File: src/design/tcw_pkg.sv
// Package for the text console cell writer: screen geometry, field widths,
// request and register codes, FSM state type and controller/datapath structs.
// No dependencies.
`default_nettype none

package tcw_pkg;

    localparam int COLUMNS = 80;
    localparam int ROWS    = 25;
    localparam int CELLS   = COLUMNS * ROWS;

    localparam int COL_W   = 7;
    localparam int ROW_W   = 5;
    localparam int CHAR_W  = 8;
    localparam int ATTR_W  = 8;
    localparam int CELL_W  = CHAR_W + ATTR_W;
    localparam int ADDR_W  = $clog2(CELLS);

    localparam int CFG_IDX_W = 1;
    localparam int CFG_W     = 8;

    localparam logic [CFG_IDX_W-1:0] CFG_TEXT_ATTR  = 1'b0;
    localparam logic [CFG_IDX_W-1:0] CFG_BLANK_ATTR = 1'b1;

    localparam logic [1:0] KIND_PUT   = 2'd0;
    localparam logic [1:0] KIND_BS    = 2'd1;
    localparam logic [1:0] KIND_CLEAR = 2'd2;
    localparam logic [1:0] KIND_READ  = 2'd3;

    localparam logic [CHAR_W-1:0] NEWLINE_CHAR = 8'h0A;
    localparam logic [CHAR_W-1:0] SPACE_CHAR   = 8'h20;

    localparam logic [ATTR_W-1:0] TEXT_ATTR_RST  = 8'h04;
    localparam logic [ATTR_W-1:0] BLANK_ATTR_RST = 8'h07;

    localparam logic [ADDR_W-1:0] LAST_CELL  = ADDR_W'(CELLS - 1);
    localparam logic [ADDR_W-1:0] LAST_COPY  = ADDR_W'(CELLS - COLUMNS - 1);
    localparam logic [ADDR_W-1:0] BOTTOM_ROW = ADDR_W'((ROWS - 1) * COLUMNS);
    localparam logic [COL_W-1:0]  LAST_COL   = COL_W'(COLUMNS - 1);
    localparam logic [ROW_W-1:0]  LAST_ROW   = ROW_W'(ROWS - 1);

    typedef enum logic [2:0] {
        ST_INIT,
        ST_IDLE,
        ST_EXEC,
        ST_RWAIT,
        ST_SCROLL_RD,
        ST_SCROLL_WR,
        ST_FILL
    } t_state;

    typedef struct packed {
        logic capture;
        logic exec;
        logic copy_rd;
        logic copy_wr;
        logic fill;
        logic fill_init;
        logic load_bottom;
        logic finish;
    } t_ctl_cmd;

    typedef struct packed {
        logic [1:0] kind;
        logic       needs_scroll;
        logic       sweep_last;
        logic       sweep_last_copy;
    } t_dp_status;

    function automatic logic [ADDR_W-1:0] cell_addr(input logic [ROW_W-1:0] row,
                                                    input logic [COL_W-1:0] col);
        cell_addr = ADDR_W'(ADDR_W'(row) * ADDR_W'(COLUMNS)) + ADDR_W'(col);
    endfunction

endpackage

`default_nettype wire

File: src/design/tcw_ctrl.sv
// Controller FSM of the text console cell writer.
// Depends on tcw_pkg for the state type, request codes and command/status structs.
`default_nettype none

module tcw_ctrl
    import tcw_pkg::*;
(
    input  wire logic       i_clk,
    input  wire logic       i_rst_n,
    input  wire logic       start,
    input  wire t_dp_status i_status,
    output t_ctl_cmd        o_cmd,
    output logic            busy
);

    t_state r_state;
    t_state n_state;

    always_ff @(posedge i_clk) begin
        if (!i_rst_n) begin
            r_state <= ST_INIT;
        end else begin
            r_state <= n_state;
        end
    end

    // Next state.
    always_comb begin
        n_state = r_state;
        unique case (r_state)
            ST_INIT: begin
                if (i_status.sweep_last) n_state = ST_IDLE;
            end
            ST_IDLE: begin
                if (start) n_state = ST_EXEC;
            end
            ST_EXEC: begin
                unique case (i_status.kind)
                    KIND_PUT:   n_state = i_status.needs_scroll ? ST_SCROLL_RD : ST_IDLE;
                    KIND_BS:    n_state = ST_IDLE;
                    KIND_CLEAR: n_state = ST_FILL;
                    KIND_READ:  n_state = ST_RWAIT;
                endcase
            end
            ST_RWAIT:     n_state = ST_IDLE;
            ST_SCROLL_RD: n_state = ST_SCROLL_WR;
            ST_SCROLL_WR: begin
                n_state = i_status.sweep_last_copy ? ST_FILL : ST_SCROLL_RD;
            end
            ST_FILL: begin
                if (i_status.sweep_last) n_state = ST_IDLE;
            end
            default: n_state = ST_INIT;
        endcase
    end

    // Commands to the datapath.
    always_comb begin
        o_cmd = '0;
        busy  = 1'b1;
        unique case (r_state)
            ST_INIT: begin
                o_cmd.fill      = 1'b1;
                o_cmd.fill_init = 1'b1;
            end
            ST_IDLE: begin
                busy          = 1'b0;
                o_cmd.capture = start;
            end
            ST_EXEC: begin
                o_cmd.exec   = 1'b1;
                o_cmd.finish = (i_status.kind == KIND_BS) ||
                               ((i_status.kind == KIND_PUT) && !i_status.needs_scroll);
            end
            ST_RWAIT: begin
                o_cmd.finish = 1'b1;
            end
            ST_SCROLL_RD: begin
                o_cmd.copy_rd = 1'b1;
            end
            ST_SCROLL_WR: begin
                o_cmd.copy_wr     = 1'b1;
                o_cmd.load_bottom = i_status.sweep_last_copy;
            end
            ST_FILL: begin
                o_cmd.fill   = 1'b1;
                o_cmd.finish = i_status.sweep_last;
            end
            default: begin
                o_cmd = '0;
            end
        endcase
    end

endmodule

`default_nettype wire

File: config.mk
export PLATFORM = sky130hd
export DESIGN_NAME = tcw_ctrl
export DESIGN_NICKNAME = d
export VERILOG_FILES = /design/src/design/tcw_pkg.sv /design/src/design/tcw_ctrl.sv
export SDC_FILE = /design/constraint.sdc
export NUM_CORES = 1
export LEC_CHECK = 0
export ABC_AREA = 1
export BUFFER_PORTS_ARGS = -buffer_cell sky130_fd_sc_hd__buf_2
export CORE_AREA = 8 8 45 47
export DETAILED_ROUTE_END_ITERATION = 12
export DIE_AREA = 0 0 53 55
export GPL_ROUTABILITY_DRIVEN = 0
export HOLD_SLACK_MARGIN = 0.06
export PLACE_DENSITY = 0.48
export SYNTH_ARGS = -nofsm -noshare
export SYNTH_HDL_FRONTEND = slang
export SYNTH_SLANG_ARGS = --single-unit
File: constraint.sdc
create_clock -name i_clk -period 2 [get_ports i_clk]
set_input_delay 0.4 -clock i_clk [delete_from_list [all_inputs] [get_ports i_clk]]
set_output_delay 0.4 -clock i_clk [all_outputs]
set_load 0.02 [all_outputs]
==> results of run 1 <==
==> cell families (layout without fill, tap and decap cells) <==
kind of cell    Yosys count  after routing  synth area share
simple gates             32             32             0.514
buf+inv                  10             30             0.143
compound gates            6              6             0.114
flops                     3              3             0.229
==> routing by layer <==
layer | vias to the layer above | wire, µm
met5 | - | 0
met4 | 0 | 0
met1 | 147 | 328
met3 | 0 | 59
li1 | 198 | -
met2 | 6 | 404
==> cells in the final DEF, fill, tap and decap left out, types with 2 or more instances in the layout <==
cell type	Yosys	routed
o21ai_0	2	2
nand2_1	14	14
a21oi_1	4	4
nor2_1	9	9
buf_2	0	16
dfxtp_1	3	3
inv_1	10	10
clkbuf_4	0	3
nand3_1	6	6
==> worst reg2reg max path, cell delays in order, from the launching register on <==
cell     delay (ns)
dfxtp_1        0.38
inv_1          0.11
nor2_1         0.12
nand2_1        0.10
nor2_1         0.16
inv_1          0.07
nand3_1        0.08
a21oi_1        0.07
==> per-stage QoR <==
| stage | hold WS [ns] | util | cell area, µm² | total power, µW |
|---|---|---|---|---|
| 2_1_floorplan | 0.498 | - | 263 | 171 |
| 5_1_grt | 0.375 | 0.281 | 389 | 350 |
| 3_5_place_dp | 0.594 | 0.262 | 363 | 217 |
| 6_report | 0.371 | 0.281 | 389 | 320 |
| 3_3_place_gp | 0.594 | 0.262 | 363 | 220 |
| 4_1_cts | 0.367 | 0.281 | 389 | 328 |
==> worst min path at each step <==
stage | start | to | cells after the start
4_1_cts | i_rst_n | r_state[2] | 3
3_5_place_dp | r_state[2] | r_state[1] | 2
2_1_floorplan | i_rst_n | r_state[2] | 2
3_3_place_gp | r_state[2] | r_state[1] | 2
6_report | i_rst_n | r_state[2] | 3
5_1_grt | i_rst_n | r_state[2] | 3
==> power groups by stage <==
stage / sequential (µW) / clock, µW / combinational [µW]
final: 78.5 / 106 / 136
after global routing: 80.3 / 118 / 152
after CTS: 78.3 / 111 / 138
after detailed placement: 79.1 / 0 / 138
after global placement: 79.8 / 0 / 140
after floorplan: 77.2 / 0 / 94.1
==> layout make-up <==
class,instances,share of cell area
inverters,10,0.0965
multi-input cells,38,0.424
flip-flops and latches,3,0.154
clock buffers,4,0.0675
well taps,16,0.0514
repair buffers,16,0.206
==> flow_summary.toml, run 1 <==
[outcome]
status = "completed"

[global_routing]
antenna_found_initial = 0
grt_max_degree = 8
busiest_layer = "met2"
globalRouteMet1Util = 0.0486
grt_pass1_vias = 355
grt_util_all_layers = 0.0595
met3_usage = 0.0401
grt_pass1_wl_mm = 1.30
grt_overflow_total = 0
use_met2 = 0.109

[sta]
max_freq_mhz = 606
hold_violations = 0
fin_crit_sh = 0.826
slew_headroom = 0.852
fin_ws_ns = 0.349
rsz0062_at_grt = "false"
fin_crit_ns = 1.65
tightestPinTransition_ns = 0.222
drv_slew = 0
clock_skew_ns = 0.000693
setup_viol = 0
fin_setup_tns_ns = 0

[worst_setup_path]
path_buf_inv = 2
crit_start = "r_state[0]"
critPathSlowestCell = "dfxtp_1"
cp-start-kind = "flop"
critPathMaxFanout = 5
crit_end = "o_cmd[0]"
slowest_delay_ns = 0.33
critPathKind = "flop to output pin"
r2r_slack_ns = 0.81
reg2reg_depth = 7
cp-end-kind = "output pin"
path_cells = "inv_1 > nand2_1 > nor2_2 > a21oi_1 > o21ai_0 > buf_2"
worstSetupPathDepth = 6
cp.arrival_ns = 1.25
cpLargestDelayFamily = "flip-flops"
worstReg2RegStart = "r_state[0]"
cp_data_required_time_ns = 1.60
regToRegEndpoint = "r_state[1]"

[die]
die_h_um = 55
io_pins = 17
core-area_um2 = 1380
initial_core_util = 0.190
rows = 14
die_x_um = 53
die_area_um2 = 2920

[synth]
ys_seq_elements = 3
syn-cell-area_um2 = 263
synth_cells = 51
ys_async_sr_fraction = 0
synthTopCellsByArea = "dfxtp_1, nand2_1, inv_1"
yosysMostFrequentCell = "nand2_1"
yosysWarnings = 0
ys_top_cells_by_count = "nand2_1, inv_1, nor2_1"
synth-edff-count = 0
ys_seq_area_frac = 0.229
synth-main-ff-cell = "dfxtp_1"
synth_area_leader_cell = "dfxtp_1"
synth_top_area_frac = 0.229
syn-num-nets = 59
synth_cell_types = 10
avgSynthCellArea_um2 = 5.15

[final_layout]
areaGrowthSynthToFinish_pct = 48.1
top_register = "r_state"
instances_no_fill = 87
layout-drive-gt1-share = 0.282
multi_input_area_um2 = 165
reg_top3 = "r_state (3)"
nets = 80
regArea_um2 = 60.1
antenna_cells = 0
largest_register_ffs = 3
n_fill_cell = 176

[routing]
wl_per_cell_um = 9.10
antenna_left = 0
via_count = 351
drt-total-wl_um = 792
drtIter0Drc = 7
viasPerCell = 4.03
drcViolationCount = 0
firstDrtPassIters = 2

[pwr]
cellLeakagePower_uw = 0.000228
p_clk_frac = 0.331
p_sw_frac = 0.413
internal-power_uw = 188
p_seq_frac = 0.245
p_sw_uw = 132
power.density_nw_per_um2 = 823
pwr-share-comb = 0.423
ir_drop_v = 0.000299

[place]
dp_hpwl_um = 706
io_buffers = 16
place_ws_ns = 0.590
dp.cells = 83

[clocking]
cts_max_path_buffers = 2
postCtsSetupRepairBufs = 0
post_cts_resized = 0
clk_latency_ns = 0.23
hold_buffers = 0
cts_buffers = 3
cts_tree = "yes"
cts-root-buf = "clkbuf_4"
cts_num_sinks = 3
h-tree-depth = 1
path_clk_slew_ns = 0.04

[worst_hold_path]
hp-class = "primary input to flop"

[job]
max_cap_viol_count = 0
Power figures use the tool's default switching activity.
==> run 2: changes to the inputs <==
Settings changed: PLACE_DENSITY 0.48 to 0.49.
Clock period 2 ns to 1.5 ns, I/O delays scaled along.
==> run 2 against run 1 <==
Effect of this change:
- register-to-register slack got worse by 0.40 ns
- cell area increased by 8.4%
- sequential cell count unchanged
- highest routed layer unchanged
==> flow_summary.toml, run 2 (synthesis results as in run 1) <==
[sta]
setup_viol = 0
slew_headroom = 0.868
fin_crit_ns = 1.43
fin_ws_ns = 0.0732
max_freq_mhz = 701
drv_slew = 0
hold_violations = 0
clock_skew_ns = 0.00460
fin_crit_sh = 0.951
tightestPinTransition_ns = 0.198
rsz0062_at_grt = "false"
worst_hold_slack_ns = 0.271
fin_setup_tns_ns = 0

[pwr]
power.density_nw_per_um2 = 1070
ir_drop_v = 0.000686
fin_total_pwr_uw = 450
cellLeakagePower_uw = 0.000234

[place]
dp.cells = 83
dp_hpwl_um = 690
io_buffers = 16
place_ws_ns = 0.186

[global_routing]
grt_util_all_layers = 0.0568
grt_overflow_total = 0
antenna_found_initial = 0
grt_pass1_vias = 321
grt_pass1_wl_mm = 1.23
grt_max_degree = 8

[worst_setup_path]
path_cells = "nand2_1 > nor3b_1 > buf_2"
critPathKind = "flop to output pin"
critPathSlowestCell = "dfxtp_2"
cp.arrival_ns = 1.13
path_buf_inv = 1
cp_data_required_time_ns = 1.20
cpLargestDelayFamily = "flip-flops"
slowest_delay_ns = 0.40
critPathMaxFanout = 6
cp-start-kind = "flop"
cp-end-kind = "output pin"

[clocking]
cts_buffers = 3
cts_num_sinks = 3
path_clk_slew_ns = 0.03
clk_latency_ns = 0.23
cts-root-buf = "clkbuf_4"
cts_tree = "yes"
h-tree-depth = 1
cts_max_path_buffers = 2

[final_layout]
layout-drive-gt1-share = 0.389
instances_no_fill = 88
reg_top3 = "r_state (3)"
n_fill_cell = 170
layout_common_cells = "buf_2, nand2_1, inv_1"
nets = 81
multi_input_area_um2 = 179
largest_register_ffs = 3
areaGrowthSynthToFinish_pct = 60.5
final_common_cell = "buf_2"
regArea_um2 = 66.3
top_register = "r_state"
antenna_cells = 0

[routing]
drt-total-wl_um = 835
via_count = 384
antenna_left = 0
drcViolationCount = 0
viasPerCell = 4.36
drtIter0Drc = 8
wl_per_cell_um = 9.49
firstDrtPassIters = 4

[worst_hold_path]
hp-class = "primary input to flop"

[die]
io_pins = 17
die_h_um = 55
initial_core_util = 0.190
rows = 14
die_area_um2 = 2920
core-area_um2 = 1380
die_x_um = 53

[outcome]
status = "completed"

[job]
max_cap_viol_count = 0
[run 2: cell count changes in the layout (fill, tap and decap cells not counted), sizes merged]
cell / previous run / this run
buf: 16 / 17
[run 2: final cells by class]
type | count | area share
clock buffer | 4 | 0.0623
inverter | 10 | 0.0950
multi-input combinational | 38 | 0.424
tap | 16 | 0.0475
timing repair buffer | 17 | 0.214
sequential | 3 | 0.157
[run 2: what timing repair did]
action,CTS,global route
pin swaps,0,2
setup buffers,0,1
setup endpoints to repair,2,2
hold buffers,0,0
gates resized for setup,3,9
[run 2: tightest hold or removal path: cells and delay by family]
| kind | cells | cell delay (ns) |
|---|---|---|
| and+or+nand+nor | 1 | 0.05 |
| buffers and inverters | 2 | 0.12 |
[run 2: report_power, final]
part	switching (µW)	total, µW	internal, µW
combinational	127	197	69.9
sequential	19.3	114	94.2
clock	39.9	139	99.5
[run 2: metal layers]
| layer | vias to the layer above | track usage | part of all wire |
|---|---|---|---|
| li1 | 202 | - | - |
| met1 | 170 | 0.0577 | 0.43 |
| met2 | 12 | 0.0957 | 0.49 |
| met3 | 0 | 0.0374 | 0.081 |
| met4 | 0 | 0.0129 | 0 |
| met5 | - | 0 | 0 |
[run 2: path summary, 6_finish.rpt]
path,start,endpoint,slack (ns),cells past startpoint
worst max-delay path,r_state[2],o_cmd[1],0.07,3
worst min-delay path,i_rst_n,r_state[2],0.27,3
worst max register to register,r_state[0],r_state[1],0.41,7
worst min register to register,r_state[2],r_state[1],0.57,2
[run 2: stage by stage]
stage / area [µm²] / util
2_1_floorplan: 263 / -
3_3_place_gp: 363 / 0.262
3_5_place_dp: 363 / 0.262
4_1_cts: 392 / 0.283
5_1_grt: 422 / 0.305
6_report: 422 / 0.305
